--- src/rtl/spl_pkg.sv ---
// Shared widths, reset values and register map of the stereo peak limiter.
// No dependencies; the limiter core refers to everything here by scoped name.

package spl_pkg;

    localparam int SampleW = 24;
    localparam int CoefW   = 16;
    localparam int GainW   = 17;
    localparam int AddrW   = 4;
    localparam int DataW   = 32;

    // Counter loads for the serial loops (count down to zero).
    localparam logic [4:0] DivLast   = 5'd15;
    localparam logic [4:0] CoefLast  = 5'd15;
    localparam logic [4:0] SmpLast   = 5'd23;

    localparam logic [GainW-1:0]  UnityGain    = 17'd65536;
    localparam logic [CoefW-1:0]  ThreshReset  = 16'd36853;
    localparam logic [CoefW-1:0]  ReleaseReset = 16'd65506;
    localparam logic [CoefW-1:0]  MakeupReset  = 16'd16384;

    localparam logic [SampleW-1:0] OutMax    = 24'h7FFFFF;
    localparam logic [SampleW-1:0] OutMinMag = 24'h800000;

    typedef enum logic [1:0] {
        CFG_ENABLE    = 2'd0,
        CFG_THRESHOLD = 2'd1,
        CFG_RELEASE   = 2'd2,
        CFG_MAKEUP    = 2'd3
    } cfg_idx_t;

endpackage

--- src/rtl/stereo_peak_limiter.sv ---
// Stereo peak limiter with instant attack and one-pole release, bit-serial datapath.
// Depends on spl_pkg for widths, reset values and the register map.
//
//  channel   | direction | width | beat contents
//  ----------+-----------+-------+--------------------------------------------------
//  s_axis    | in        | 48    | tdata[23:0] left_in, tdata[47:24] right_in
//  m_axis    | out       | 48    | tdata[23:0] left_out, tdata[47:24] right_out
//  apb       | in/out    | 32    | reg 0 enable, 1 threshold, 2 release, 3 makeup
//
// A limited frame passes through these steps in order before it reaches the output register:
// the restoring division when the peak is over the threshold, picking the gain, the release
// multiply and its update (skipped on attack), gain times makeup, the load, the sample
// multiplies (one magnitude bit per cycle) and the rounding. A frame taken while the limiter
// is disabled goes straight to the output register. Frames are processed one at a time;
// a finished frame holds the input off while the output register still waits for
// m_axis_tready. Reset restores the register defaults and sets the smoothed gain to unity.

module stereo_peak_limiter
(
    input  logic                        clk,
    input  logic                        rst_n,

    input  logic                        s_axis_tvalid,
    output logic                        s_axis_tready,
    input  logic [2*spl_pkg::SampleW-1:0] s_axis_tdata,  // [23:0] left_in, [47:24] right_in

    output logic                        m_axis_tvalid,
    input  logic                        m_axis_tready,
    output logic [2*spl_pkg::SampleW-1:0] m_axis_tdata,  // [23:0] left_out, [47:24] right_out

    input  logic                        psel,
    input  logic                        penable,
    input  logic                        pwrite,
    input  logic [spl_pkg::AddrW-1:0]   paddr,
    input  logic [spl_pkg::DataW-1:0]   pwdata,
    output logic [spl_pkg::DataW-1:0]   prdata,
    output logic                        pready
);

    typedef enum logic [3:0] {
        ST_IDLE,
        ST_DIV,
        ST_GAIN,
        ST_REL,
        ST_RUPD,
        ST_GMK,
        ST_SLD,
        ST_SCL,
        ST_FIN
    } state_t;

    localparam int SW = spl_pkg::SampleW;
    localparam int CW = spl_pkg::CoefW;
    localparam int GW = spl_pkg::GainW;
    localparam int MW = GW + CW;          // gain times makeup

    // Control and configuration.
    state_t          state_reg, state_next;
    logic [4:0]      cnt_reg, cnt_next;
    logic            enable_reg, enable_next;
    logic [CW-1:0]   thr_reg, thr_next;
    logic [CW-1:0]   rel_reg, rel_next;
    logic [CW-1:0]   mk_reg, mk_next;
    logic [GW-1:0]   gain_reg, gain_next;
    logic            bypass_reg, bypass_next;
    logic            out_valid_reg, out_valid_next;

    // Frame payload.
    logic [SW-1:0]   left_reg, left_next;
    logic [SW-1:0]   right_reg, right_next;
    logic [SW-1:0]   peak_reg, peak_next;
    logic [SW-1:0]   rem_reg, rem_next;
    logic [CW-1:0]   quo_reg, quo_next;
    logic [GW-1:0]   target_reg, target_next;

    // Coefficient multiplier: 17-bit multiplicand, 16-bit multiplier.
    logic [GW-1:0]   a_mc_reg, a_mc_next;
    logic [CW-1:0]   a_mp_reg, a_mp_next;
    logic [GW-1:0]   a_hi_reg, a_hi_next;
    logic [CW-1:0]   a_lo_reg, a_lo_next;

    // Sample multipliers: 33-bit gain product times 24-bit magnitude, one per channel.
    logic [MW-1:0]   gm_reg, gm_next;
    logic [SW-1:0]   ml_reg, ml_next;
    logic [SW-1:0]   mr_reg, mr_next;
    logic [MW-1:0]   lhi_reg, lhi_next;
    logic [SW-1:0]   llo_reg, llo_next;
    logic [MW-1:0]   rhi_reg, rhi_next;
    logic [SW-1:0]   rlo_reg, rlo_next;

    logic [SW-1:0]   out_l_reg, out_l_next;
    logic [SW-1:0]   out_r_reg, out_r_next;

    // Combinational helpers.
    logic [SW-1:0]   in_l, in_r, mag_l, mag_r, mag_max;
    logic            in_fire, cfg_wr, over_thr;
    logic [SW:0]     rem_sh;
    logic            rem_ge;
    logic [GW:0]     a_sum;
    logic [MW:0]     l_sum, r_sum;
    logic [MW:0]     rel_acc;
    logic [GW-1:0]   rel_gain;
    logic            out_free;

    // Round half away from zero at bit 30 and saturate, on sign-magnitude product.
    function automatic logic [SW-1:0] round_sat(input logic [MW-1:0] hi,
                                                input logic [SW-1:0] lo,
                                                input logic neg);
        logic [MW+SW-1:0] prod;
        logic [27:0]      r;
        logic [SW-1:0]    res;
        prod = {hi, lo};
        r = {1'b0, prod[MW+SW-1:30]} + {27'd0, prod[29]};
        if (neg) begin
            if (r > {4'd0, spl_pkg::OutMinMag}) begin
                r = {4'd0, spl_pkg::OutMinMag};
            end
            res = ~r[SW-1:0] + 1'b1;
        end else begin
            if (r > {4'd0, spl_pkg::OutMax}) begin
                r = {4'd0, spl_pkg::OutMax};
            end
            res = r[SW-1:0];
        end
        return res;
    endfunction

    assign in_l  = s_axis_tdata[SW-1:0];
    assign in_r  = s_axis_tdata[2*SW-1:SW];
    assign mag_l = in_l[SW-1] ? (~in_l + 1'b1) : in_l;
    assign mag_r = in_r[SW-1] ? (~in_r + 1'b1) : in_r;
    assign mag_max  = (mag_l > mag_r) ? mag_l : mag_r;
    assign over_thr = mag_max > {1'b0, thr_reg, 7'd0};

    assign s_axis_tready = (state_reg == ST_IDLE);
    assign in_fire       = s_axis_tvalid && s_axis_tready;
    assign cfg_wr        = psel && penable && pwrite && pready;
    assign pready        = 1'b1;
    assign out_free      = !out_valid_reg || m_axis_tready;

    // One quotient bit per cycle.
    assign rem_sh = {rem_reg, 1'b0};
    assign rem_ge = rem_sh >= {1'b0, peak_reg};

    // One multiplier bit per cycle, product shifted out to the right.
    assign a_sum = {1'b0, a_hi_reg} + (a_mp_reg[0] ? {1'b0, a_mc_reg} : '0);
    assign l_sum = {1'b0, lhi_reg} + (ml_reg[0] ? {1'b0, gm_reg} : '0);
    assign r_sum = {1'b0, rhi_reg} + (mr_reg[0] ? {1'b0, gm_reg} : '0);

    // Release: g' = ceil((t*2^16 - (t-g)*a) / 2^16), never above unity.
    assign rel_acc  = {1'b0, target_reg, 16'd0} - {1'b0, a_hi_reg, a_lo_reg} + (MW+1)'(65535);
    assign rel_gain = (rel_acc[MW-1:16] > spl_pkg::UnityGain) ? spl_pkg::UnityGain
                                                               : rel_acc[MW-1:16];

    always_comb
    begin
        prdata = '0;
        case (spl_pkg::cfg_idx_t'(paddr[3:2]))
            spl_pkg::CFG_ENABLE:    prdata = {31'd0, enable_reg};
            spl_pkg::CFG_THRESHOLD: prdata = {16'd0, thr_reg};
            spl_pkg::CFG_RELEASE:   prdata = {16'd0, rel_reg};
            spl_pkg::CFG_MAKEUP:    prdata = {16'd0, mk_reg};
            default:                prdata = '0;
        endcase
    end

    always_comb
    begin
        state_next     = state_reg;
        cnt_next       = cnt_reg;
        enable_next    = enable_reg;
        thr_next       = thr_reg;
        rel_next       = rel_reg;
        mk_next        = mk_reg;
        gain_next      = gain_reg;
        bypass_next    = bypass_reg;
        out_valid_next = out_valid_reg;
        left_next      = left_reg;
        right_next     = right_reg;
        peak_next      = peak_reg;
        rem_next       = rem_reg;
        quo_next       = quo_reg;
        target_next    = target_reg;
        a_mc_next      = a_mc_reg;
        a_mp_next      = a_mp_reg;
        a_hi_next      = a_hi_reg;
        a_lo_next      = a_lo_reg;
        gm_next        = gm_reg;
        ml_next        = ml_reg;
        mr_next        = mr_reg;
        lhi_next       = lhi_reg;
        llo_next       = llo_reg;
        rhi_next       = rhi_reg;
        rlo_next       = rlo_reg;
        out_l_next     = out_l_reg;
        out_r_next     = out_r_reg;

        if (cfg_wr) begin
            case (spl_pkg::cfg_idx_t'(paddr[3:2]))
                spl_pkg::CFG_ENABLE:    enable_next = pwdata[0];
                spl_pkg::CFG_THRESHOLD: thr_next    = pwdata[CW-1:0];
                spl_pkg::CFG_RELEASE:   rel_next    = pwdata[CW-1:0];
                spl_pkg::CFG_MAKEUP:    mk_next     = pwdata[CW-1:0];
                default:                ;
            endcase
        end

        if (out_valid_reg && m_axis_tready) begin
            out_valid_next = 1'b0;
        end

        case (state_reg)
            ST_IDLE:
            begin
                if (in_fire) begin
                    left_next   = in_l;
                    right_next  = in_r;
                    ml_next     = mag_l;
                    mr_next     = mag_r;
                    peak_next   = mag_max;
                    bypass_next = !enable_reg;
                    rem_next    = {1'b0, thr_reg, 7'd0};
                    quo_next    = '0;
                    target_next = spl_pkg::UnityGain;
                    cnt_next    = spl_pkg::DivLast;
                    if (!enable_reg) begin
                        state_next = ST_FIN;
                    end else if (over_thr) begin
                        state_next = ST_DIV;
                    end else begin
                        state_next = ST_GAIN;
                    end
                end
            end

            ST_DIV:
            begin
                rem_next = rem_ge ? SW'(rem_sh - {1'b0, peak_reg}) : rem_sh[SW-1:0];
                quo_next = {quo_reg[CW-2:0], rem_ge};
                cnt_next = cnt_reg - 1'b1;
                if (cnt_reg == '0) begin
                    target_next = {1'b0, quo_next};
                    state_next  = ST_GAIN;
                end
            end

            ST_GAIN:
            begin
                a_hi_next = '0;
                a_lo_next = '0;
                cnt_next  = spl_pkg::CoefLast;
                if (target_reg < gain_reg) begin
                    // Attack: take the lower target at once.
                    gain_next  = target_reg;
                    a_mc_next  = target_reg;
                    a_mp_next  = mk_reg;
                    state_next = ST_GMK;
                end else begin
                    a_mc_next  = target_reg - gain_reg;
                    a_mp_next  = rel_reg;
                    state_next = ST_REL;
                end
            end

            ST_REL, ST_GMK:
            begin
                a_hi_next = a_sum[GW:1];
                a_lo_next = {a_sum[0], a_lo_reg[CW-1:1]};
                a_mp_next = a_mp_reg >> 1;
                cnt_next  = cnt_reg - 1'b1;
                if (cnt_reg == '0) begin
                    state_next = (state_reg == ST_REL) ? ST_RUPD : ST_SLD;
                end
            end

            ST_RUPD:
            begin
                gain_next  = rel_gain;
                a_mc_next  = rel_gain;
                a_mp_next  = mk_reg;
                a_hi_next  = '0;
                a_lo_next  = '0;
                cnt_next   = spl_pkg::CoefLast;
                state_next = ST_GMK;
            end

            ST_SLD:
            begin
                gm_next    = {a_hi_reg, a_lo_reg};
                lhi_next   = '0;
                llo_next   = '0;
                rhi_next   = '0;
                rlo_next   = '0;
                cnt_next   = spl_pkg::SmpLast;
                state_next = ST_SCL;
            end

            ST_SCL:
            begin
                lhi_next = l_sum[MW:1];
                llo_next = {l_sum[0], llo_reg[SW-1:1]};
                rhi_next = r_sum[MW:1];
                rlo_next = {r_sum[0], rlo_reg[SW-1:1]};
                ml_next  = ml_reg >> 1;
                mr_next  = mr_reg >> 1;
                cnt_next = cnt_reg - 1'b1;
                if (cnt_reg == '0) begin
                    state_next = ST_FIN;
                end
            end

            ST_FIN:
            begin
                if (out_free) begin
                    if (bypass_reg) begin
                        out_l_next = left_reg;
                        out_r_next = right_reg;
                    end else begin
                        out_l_next = round_sat(lhi_reg, llo_reg, left_reg[SW-1]);
                        out_r_next = round_sat(rhi_reg, rlo_reg, right_reg[SW-1]);
                    end
                    out_valid_next = 1'b1;
                    state_next     = ST_IDLE;
                end
            end

            default:
            begin
                state_next = ST_IDLE;
            end
        endcase
    end

    always_ff @(posedge clk or negedge rst_n)
    begin
        if (!rst_n) begin
            state_reg     <= ST_IDLE;
            cnt_reg       <= '0;
            enable_reg    <= 1'b1;
            thr_reg       <= spl_pkg::ThreshReset;
            rel_reg       <= spl_pkg::ReleaseReset;
            mk_reg        <= spl_pkg::MakeupReset;
            gain_reg      <= spl_pkg::UnityGain;
            bypass_reg    <= 1'b0;
            out_valid_reg <= 1'b0;
        end else begin
            state_reg     <= state_next;
            cnt_reg       <= cnt_next;
            enable_reg    <= enable_next;
            thr_reg       <= thr_next;
            rel_reg       <= rel_next;
            mk_reg        <= mk_next;
            gain_reg      <= gain_next;
            bypass_reg    <= bypass_next;
            out_valid_reg <= out_valid_next;
        end
    end

    // Payload registers carry no reset.
    always_ff @(posedge clk)
    begin
        left_reg   <= left_next;
        right_reg  <= right_next;
        peak_reg   <= peak_next;
        rem_reg    <= rem_next;
        quo_reg    <= quo_next;
        target_reg <= target_next;
        a_mc_reg   <= a_mc_next;
        a_mp_reg   <= a_mp_next;
        a_hi_reg   <= a_hi_next;
        a_lo_reg   <= a_lo_next;
        gm_reg     <= gm_next;
        ml_reg     <= ml_next;
        mr_reg     <= mr_next;
        lhi_reg    <= lhi_next;
        llo_reg    <= llo_next;
        rhi_reg    <= rhi_next;
        rlo_reg    <= rlo_next;
        out_l_reg  <= out_l_next;
        out_r_reg  <= out_r_next;
    end

    assign m_axis_tvalid = out_valid_reg;
    assign m_axis_tdata  = {out_r_reg, out_l_reg};

endmodule
--- config.mk ---
export PLATFORM = sky130hd
export DESIGN_NAME = stereo_peak_limiter
export DESIGN_NICKNAME = d
export VERILOG_FILES = /design/src/rtl/spl_pkg.sv /design/src/rtl/stereo_peak_limiter.sv
export SDC_FILE = /design/constraint.sdc
export NUM_CORES = 1
export LEC_CHECK = 0
export ABC_AREA = 1
export BUFFER_PORTS_ARGS = -buffer_cell sky130_fd_sc_hd__buf_2
export CAP_MARGIN = 25
export CORE_MARGIN = 1.5
export CORE_UTILIZATION = 45
export DETAILED_ROUTE_END_ITERATION = 10
export HOLD_SLACK_MARGIN = 0.08
export PLACE_DENSITY = 0.62
export SYNTH_ARGS = -nofsm -noshare
export SYNTH_HDL_FRONTEND = slang
export SYNTH_SLANG_ARGS = --single-unit
--- constraint.sdc ---
create_clock -name clk -period 5.9 [get_ports clk]
set_input_delay 0.295 -clock clk [delete_from_list [all_inputs] [get_ports clk]]
set_output_delay 0.295 -clock clk [all_outputs]
set_load 0.01 [all_outputs]
# [Word level (Yosys, flattened, before mapping)]
# Cells that the tools add are included.
[totals] out_inout_bits=83 ff_bits=466 input_bits=91 elab_cells=163
[classes] n_lt_le_gt_ge=9 bitwise_logic=4 eq_ne=17 mux=61 n_addsub=14 reduce_logical=32
[ops] cell="$mux W24" count=23
[ops] cell="$pmux W24 S2" count=3
[ops] cell="$pmux W17 S2" count=4
[ops] cell="$pmux W33 S2" count=2
[ops] cell="$pmux W32 S4" count=1
[ops] cell="$mux W17" count=6
[ops] cell="$add A24 B1 Y24 const B" count=4
[ops] cell="$not A24 Y24" count=4
[ops] cell="$add A33 B33 Y34" count=2
[ops] cell="$mux W33" count=2
[ops] cell="$add A27 B1 Y28" count=2
[ops] cell="$gt A28 B23 Y1 const B" count=2
[ops] cell="$gt A28 B24 Y1 const B" count=2
[ops] cell="$pmux W16 S3" count=1
[ops] cell="$add A33 B16 Y33 const B" count=1
[ops] cell="$sub A33 B33 Y33" count=1
[ops] cell="$pmux W16 S2" count=1
[ops] cell="$pmux W4 S8" count=1
[ops] cell="$pmux W15 S2" count=1
[ops] cell="$ge A25 B24 Y1" count=1
[ops] cell="$gt A24 B23 Y1" count=1
[ops] cell="$gt A24 B24 Y1" count=1
[ops] cell="$mux W4" count=6
[ops] cell="$sub A24 B24 Y24" count=1
[ops] cell="other kinds (34)" count=64

# [Logic depth before layout (Yosys ltp)]
# Gate-level depths: netlist of run 1.
[logic_depth] word_depth=11 mapped_depth=41 mapped_depth_nobuf=39

# [Worst setup path before layout of run 1]
# No wires, ideal clock.
[synth_path] kind="register to register" start="register state_reg[0]" end="register ml_reg[0], enable pin" arrival_time_ps=5613 setup_time_ps=407 path_stages_with_launch=9 setup_slack_ps=-120 t_required_ps=5493 path_cell_list="dfrtp_1 clkbuf_1 nor2_1 inv_1 nor2_1 inv_1 nor2_1 inv_1 nand2_1"
[synth_via] elab_chain_len=4 elab_cells_between_ends=6 classes_between="2 x eq/ne; 4 x reduce/logical"
[synth_lines] item="start, declared" line_no="stereo_peak_limiter.sv:58" source="state_t state_reg, state_next;"
[synth_lines] item="start signal, assigned" line_no="stereo_peak_limiter.sv:347" source="state_reg <= state_next;"
[synth_lines] item="$logic_not A4 Y1 (*)" line_no="stereo_peak_limiter.sv:135" source="assign s_axis_tready = (state_reg == ST_IDLE);"
[synth_lines] item="via s_axis_tready" line_no="stereo_peak_limiter.sv:24" source="output logic s_axis_tready,"
[synth_lines] item="$logic_and A1 B1 Y1" line_no="stereo_peak_limiter.sv:136" source="assign in_fire = s_axis_tvalid && s_axis_tready;"
[synth_lines] item="$ne A2 B1 Y1 (no line)"
[synth_lines] item="$reduce_and A2 Y1 (no line) (*)"
[synth_lines] item="end signal, assigned" line_no="stereo_peak_limiter.sv:373" source="ml_reg <= ml_next;"
[synth_lines] item="end, declared" line_no="stereo_peak_limiter.sv:84" source="logic [SW-1:0] ml_reg, ml_next;"
# Mark *: on every way through the listed nets, which the timed path passes. The rest lies on a longest branch.
# A chain may end at the register's enable or synchronous reset.

# [Worst setup path after layout of run 1]
[layout_path] start="input s_axis_tdata[2] (netlist bit)" end="register state_reg[0]"
[layout_via] elab_chain_len=10
[layout_lines] item="start, declared" line_no="stereo_peak_limiter.sv:25" source="input logic [2*spl_pkg::SampleW-1:0] s_axis_tdata,"
[layout_lines] item="$not A24 Y24" line_no="stereo_peak_limiter.sv:130" source="assign mag_l = in_l[SW-1] ? (~in_l + 1'b1) : in_l;"
[layout_lines] item="$add A24 B1 Y24" line_no="stereo_peak_limiter.sv:130"
[layout_lines] item="$mux W24 (*)" line_no="stereo_peak_limiter.sv:130"
[layout_lines] item="$gt A24 B24 Y1" line_no="stereo_peak_limiter.sv:132" source="assign mag_max = (mag_l > mag_r) ? mag_l : mag_r;"
[layout_lines] item="$mux W24 (*)" line_no="stereo_peak_limiter.sv:132"
[layout_lines] item="via mag_max[11]" line_no="stereo_peak_limiter.sv:95" source="logic [SW-1:0] in_l, in_r, mag_l, mag_r, mag_max;"
[layout_lines] item="$gt A24 B23 Y1 (*)" line_no="stereo_peak_limiter.sv:133" source="assign over_thr = mag_max > {1'b0, thr_reg, 7'd0};"
[layout_lines] item="$mux W2 (*)" line_no="stereo_peak_limiter.sv:228" source="end else if (over_thr) begin"
[layout_lines] item="$mux W4 (*)" line_no="stereo_peak_limiter.sv:226" source="if (!enable_reg) begin"
[layout_lines] item="$mux W4 (*)" line_no="stereo_peak_limiter.sv:215" source="if (in_fire) begin"
[layout_lines] item="$pmux W4 S8 (*)" line_no="stereo_peak_limiter.sv:212" source="case (state_reg)"
# Mark *: on every way through the listed nets, which the timed path passes. The rest lies on a longest branch. The select of a mux whose other input is x is not followed.

==> results.py, run 1 <==
metrics = {
    "setup_path": {
        "end_kind": "flop",
        "rr_worst_depth": 20,
        "ff2ff_setup_slack_ns": 1.77,
        "crit_type": "input pin to flop",
        "slowest_stage": "dlygate4sd3_1",
        "crit_start": "s_axis_tdata[2]",
        "r2r-start": "rhi_reg[5]",
        "crit_arrival_ns": 5.82,
        "worstPathMaxFanout": 22,
        "crit_family": "simple AND/OR/NAND/NOR gates",
        "worstPathRequired_ns": 6.41,
        "worst-path-buf-inv": 6,
        "r2r-end": "out_r_reg[20]",
        "slowest_delay_ns": 0.56,
        "cp-start-kind": "input pin",
        "cp_common_cell": "nand2_1",
    },
    "synth": {
        "synth_edf_count": 389,
        "synth_area_leader_cell": "edfxtp_1",
        "ys_async_sr_fraction_pct": 16.5,
        "ys_seq_area_share_pct": 43.8,
        "synth_cell_types": 67,
        "yosys.area_share.simple_pct": 19.5,
        "synth.most_common_cell": "nand2_1",
        "yosys-top-cells-area": "edfxtp_1 (38%), nand2_1 (9.6%), ha_1 (8.0%)",
        "yosys_most_used_dff": "edfxtp_1",
        "synth_top_family_by_area": "simple AND/OR/NAND/NOR gates",
        "syn_area_um2": 31100,
        "syn-mean-instance-area_um2": 8.21,
        "synth_compound_area_share_pct": 15.7,
        "yosys-mux-area-fraction_pct": 0,
        "syn_inst": 3793,
        "yosysWarnings": 0,
        "netlist.area_leader.share_pct": 37.5,
        "synth-seq-cells": 466,
        "synth_xor_area_share_pct": 3.71,
        "yosys-top-cells-count": "nand2_1 (799), inv_1 (564), edfxtp_1 (389)",
        "synthAdderAreaFrac_pct": 8.34,
    },
    "timing": {
        "finalCritPeriodShare_pct": 90.0,
        "relSlewSlack_pct": 31.7,
        "setup_tns_ns": 0,
        "tightest_slew_ns": 1.02,
        "slew_violations": 0,
        "min_period_ns": 5.31,
        "rsz0062_at_grt": "no",
        "setup_viol_count_final": 0,
        "setup_ws_ns": 0.588,
        "max_freq_mhz": 188,
        "finClkSkew_ns": 0.0289,
        "hold_violations": 0,
    },
    "clock_tree": {
        "clk_pin_slew_ns": 0.07,
        "clk_latency_ns": 0.61,
        "cts_tree": "done",
        "cts_buffers": 53,
        "htreeDepth": 2,
        "clockRootBuffer": "clkbuf_16",
        "cts.sinks": 466,
        "post-cts-setup-buffers": 0,
        "clockBufferDepth": 3,
    },
    "grt": {
        "overflow": 0,
        "grt_pass1_wl_um": 134000,
        "grt_max_degree": 75,
        "grt_antenna_before_repair": 2,
        "gr-usage-all-layers_pct": 24.0,
        "grt_pass1_vias": 24700,
    },
    "die": {
        "pin_count": 174,
        "die-area_um2": 70800,
        "die_w_um": 266,
        "core_um2": 68600,
        "start_util_pct": 45.4,
        "die_h_um": 266,
        "rows": 96,
    },
    "routing": {
        "num_vias": 26400,
        "wire_per_inst_um": 17.3,
        "drt-vias-per-instance": 5.32,
        "drtIter0Drc": 2176,
        "drt_pass1_iterations": 6,
        "drcViolationCount": 0,
        "ant_nets": 0,
        "routed_wl_um": 85700,
    },
    "layout": {
        "diodes": 0,
        "regArea_um2": 13600,
        "nNetsFinal": 4279,
        "multi_input_area_um2": 14800,
        "drive_above_1_share_pct": 9.73,
        "fillers": 6561,
        "synthToLayoutAreaGrowth_pct": 13.2,
    },
    "power_and_ir_drop": {
        "power.leakage_nw": 15.9,
        "max-vdd-ir-drop_v": 0.000269,
        "p_total_w": 0.0159,
        "power_density_nw_per_um2": 452,
    },
    "worst_hold_path": {
        "hold_path_depth": 5,
        "hp-start": "s_axis_tvalid",
        "hold_end": "state_reg[3]",
        "hold_class": "input pin to flop",
    },
    "placement": {
        "place_congestion": 0.921,
        "hpwl_um": 64600,
        "dp_slack_ns": 0.490,
        "numPortBuffers": 138,
    },
    "outcome": {
        "outcome": "complete, no violations",
    },
    "flow_run": {
        "maxCapViolCount": 0,
    },
}
[area by class of cell]
type,instances,area share (%)
Clock buffer,70,4.15
Clock inverter,29,0.777
Inverter,591,6.31
Multi-Input combinational cell,2632,42.1
Sequential cell,466,38.7
Tap cell,931,3.31
Timing Repair Buffer,240,4.67
[cells by family (layout without fill, tap and decap cells)]
group,count (synthesis),count (layout)
other,2,17
flip-flops,466,466
XOR/XNOR,131,131
AND/OR/NAND/NOR,1419,1419
adder cells (fa/ha/maj),204,204
buffers and inverters,710,930
AO/OA/AOI/OAI,861,861
[how the worst max path moves through the flow]
stage	to	cells past startpoint
floorplan	state_reg[1]	9
global placement	state_reg[0]	37
detailed placement	state_reg[0]	37
CTS	state_reg[0]	38
global route	state_reg[0]	35
finish	state_reg[0]	36
[layout by cell type (no fill, tap or decap), drive strengths merged, types with 5 or more instances in the layout]
cell type,count
nand2,815
inv,588
edfxtp,389
o21ai,339
nor2,319
a21oi,315
ha,198
buf,170
nand3,148
xor2,89
dlygate4sd3,70
clkbuf,70
dfrtp,51
nor3,46
nand4,44
xnor2,42
a31oi,39
o21a,38
o221ai,37
dfstp,26
clkinv,23
nor4,20
o21bai,19
o211ai,19
o31ai,19
conb,17
or2,12
nand3b,7
a21o,7
fa,6
o311ai,6
a211oi,5
clkinvlp,5
[metal layers]
metal / wire, um / GRT usage, % / vias to the layer above
met3: 4510 / 2.87 / 139
met1: 39500 / 33.0 / 12400
met4: 2650 / 7.57 / 4
met5: 29 / 0 / -
li1: - / - / 13200
met2: 39000 / 39.4 / 708
[power breakdown]
part           internal (W)  switching (W)  total (W)
clock network       0.00192        0.00141    0.00333
registers           0.00506       0.000535    0.00560
logic               0.00239        0.00460    0.00699
total               0.00938        0.00655     0.0159
[worst register-to-register path, delay by kind of cell (launching register included)]
family / cells / cell delay, ns
AND/OR/NAND/NOR: 15 / 2.56
AO/OA/AOI/OAI: 1 / 0.16
adder cells (fa/ha/maj): 2 / 0.53
flip-flops: 1 / 0.38
XOR/XNOR: 1 / 0.14
buffers and inverters: 1 / 0.10
[stage by stage]
step | utilization, % | hold WS (ns) | cells | area, um2
2_1_floorplan | - | -0.000591 | 3808 | 31200
3_3_place_gp | 47.8 | 0.275 | 4789 | 32800
3_5_place_dp | 47.8 | 0.277 | 4789 | 32800
4_1_cts | 51.3 | 0.103 | 4958 | 35200
5_1_grt | 51.4 | 0.205 | 4959 | 35200
6_report | 51.4 | 0.139 | 4959 | 35200
[what timing repair did]
item                       CTS  global route
setup endpoints to repair    0             2
hold endpoints to repair   128             0
gates resized for setup      0             6
hold buffers                70             0
(Power assumes the default switching activity.)
==> run 2, diff against run 1 <==
Settings changed: PLACE_DENSITY 0.62 to not set, PLACE_DENSITY_LB_ADDON set to 0.25.
==> run 2 against run 1 <==
  * Total power up 0.36%
  * Cell count up 0.14%
  * Clock skew up 0.021 ns
  * Critical endpoint unchanged
  * Combinational power about the same
  * Die area unchanged
  * Core utilization up 0.14 points
  * Hold slack better by 0.024 ns
  * Clock-buffer cell count down 3
  * Global-route usage up 0.34 points
==> results.py, run 2 (synthesis gave the netlist of run 1 again) <==
metrics = {
    "grt": {
        "grt_pass1_vias": 25100,
        "gr-usage-all-layers_pct": 24.3,
        "grt_pass1_wl_um": 136000,
        "overflow": 0,
        "grt_max_degree": 68,
        "grt_antenna_before_repair": 6,
    },
    "timing": {
        "finClkSkew_ns": 0.0500,
        "max_freq_mhz": 184,
        "slew_violations": 0,
        "finalCritPeriodShare_pct": 91.9,
        "setup_ws_ns": 0.478,
        "relSlewSlack_pct": 33.7,
        "min_period_ns": 5.42,
        "setup_viol_count_final": 0,
        "hold_violations": 0,
        "tightest_slew_ns": 0.995,
        "rsz0062_at_grt": "no",
        "setup_tns_ns": 0,
    },
    "layout": {
        "synthToLayoutAreaGrowth_pct": 13.5,
        "final_common_cell": "nand2_1",
        "layout_common_cells": "nand2_1 (798), inv_1 (563), edfxtp_1 (389)",
        "nNetsFinal": 4282,
        "drive_above_1_share_pct": 9.72,
        "fin_area_um2": 35300,
    },
    "die": {
        "die-area_um2": 70800,
        "pin_count": 174,
        "start_util_pct": 45.4,
        "rows": 96,
        "die_w_um": 266,
        "core_um2": 68600,
        "die_h_um": 266,
    },
    "outcome": {
        "outcome": "complete, no violations",
    },
    "power_and_ir_drop": {
        "p_clk_share_pct": 21.2,
        "switching_share_pct": 41.1,
        "power.leakage_nw": 15.9,
        "power_density_nw_per_um2": 452,
        "p_comb_share_pct": 43.8,
        "p_total_w": 0.0160,
        "power.switching_w": 0.00657,
        "p_int_w": 0.00941,
        "max-vdd-ir-drop_v": 0.000243,
        "seqPwrFrac_pct": 35.1,
    },
    "routing": {
        "drt_pass1_iterations": 7,
        "ant_nets": 0,
        "drtIter0Drc": 2211,
        "drcViolationCount": 0,
        "routed_wl_um": 86000,
        "drt-vias-per-instance": 5.32,
        "num_vias": 26400,
        "wire_per_inst_um": 17.3,
    },
    "clock_tree": {
        "htreeDepth": 2,
        "clk_pin_slew_ns": 0.07,
        "post-cts-setup-buffers": 0,
        "clk_latency_ns": 0.64,
        "cts_tree": "done",
        "clockRootBuffer": "clkbuf_16",
        "cts.sinks": 466,
        "clockBufferDepth": 3,
        "cts_buffers": 53,
    },
    "setup_path": {
        "cp-start-kind": "input pin",
        "cp_common_cell": "nand2_1",
        "worstPathRequired_ns": 6.43,
        "crit_type": "input pin to flop",
        "crit_start": "s_axis_tdata[0]",
        "crit_arrival_ns": 5.96,
        "slowest_delay_ns": 0.53,
        "end_kind": "flop",
        "r2r-start": "rhi_reg[5]",
        "crit_family": "simple AND/OR/NAND/NOR gates",
        "slowest_stage": "dlygate4sd3_1",
        "worstPathMaxFanout": 22,
        "worst-path-buf-inv": 7,
    },
    "placement": {
        "dp_slack_ns": 0.399,
        "place_congestion": 0.939,
        "postPlaceCellArea_um2": 32800,
        "numPortBuffers": 138,
        "hpwl_um": 64700,
    },
    "flow_run": {
        "maxCapViolCount": 0,
    },
    "worst_hold_path": {
        "hold_class": "input pin to async pin",
    },
}
run 2: changes by cell type in the layout (fill, tap and decap cells not counted), moves of 3 or more:
cell,before,now
clkbuf_1,12,5
clkbuf_8,3,9
clkinv_1,7,13
clkinv_2,14,9
diode_2,0,4
o21ai_0,316,320
o21ai_1,17,13
dlygate4sd3_1,70,73
run 2: path summary, 6_finish.rpt:
| check | endpoint | slack (ns) | depth (start not counted) |
|---|---|---|---|
| max | state_reg[0] | 0.48 | 36 |
| min | mk_reg[12] | 0.16 | 2 |
| max reg2reg | out_r_reg[16] | 1.70 | 19 |
| min reg2reg | gm_reg[0] | 0.42 | 0 |
| max in group asynchronous | gain_reg[5] | 4.74 | 3 |
| min in group clk | left_reg[23] | 0.17 | 1 |
run 2: per-stage QoR:
stage,util (%),instances,hold slack [ns]
5_1_grt,51.5,4964,0.144
2_1_floorplan,-,3808,-0.000591
3_5_place_dp,47.8,4789,0.289
3_3_place_gp,47.8,4788,0.290
4_1_cts,51.5,4961,0.115
6_report,51.5,4966,0.163
run 2: final cells by class:
| class | count | area (um2) |
|---|---|---|
| diodes | 4 | 10.0 |
| clock buffers | 67 | 1470 |
| clock inverters | 32 | 318 |
| fillers | 6442 | 33200 |
| inverters | 591 | 2220 |
| multi-input cells | 2632 | 14800 |
| flip-flops and latches | 466 | 13600 |
| well taps | 931 | 1160 |
| repair buffers | 243 | 1680 |
run 2: repair_timing:
action / in CTS / in global routing
hold buffers: 73 / 0
endpoints found under the hold margin: 134 / 0
resized for setup: 0 / 2
setup endpoints to repair: 0 / 2
run 2: layer usage:
metal  vias up  global-route usage (%)  part of all wire, %
met5         -                       0                0.013
met4         2                    9.83                  4.2
li1      13200                       -                    -
met1     12200                    33.7                   45
met2       815                    38.3                   44
met3       161                    3.52                  6.4
run 2: power by group through the flow:
stage               combinational, W  sequential (W)  clock (W)
floorplan                    0.00521         0.00547          0
global placement             0.00677         0.00565          0
detailed placement           0.00690         0.00566          0
CTS                          0.00699         0.00561    0.00345
global route                 0.00798         0.00571    0.00357
finish                       0.00699         0.00561    0.00338
run 2: worst reg2reg max path, delay by kind of cell (launching register included):
kind	cells	cell delay [ns]
buffers and inverters	1	0.10
AND/OR/NAND/NOR	13	2.40
flip-flops	1	0.37
adder cells (fa/ha/maj)	3	0.86
XOR/XNOR	1	0.14
AO/OA/AOI/OAI	1	0.08
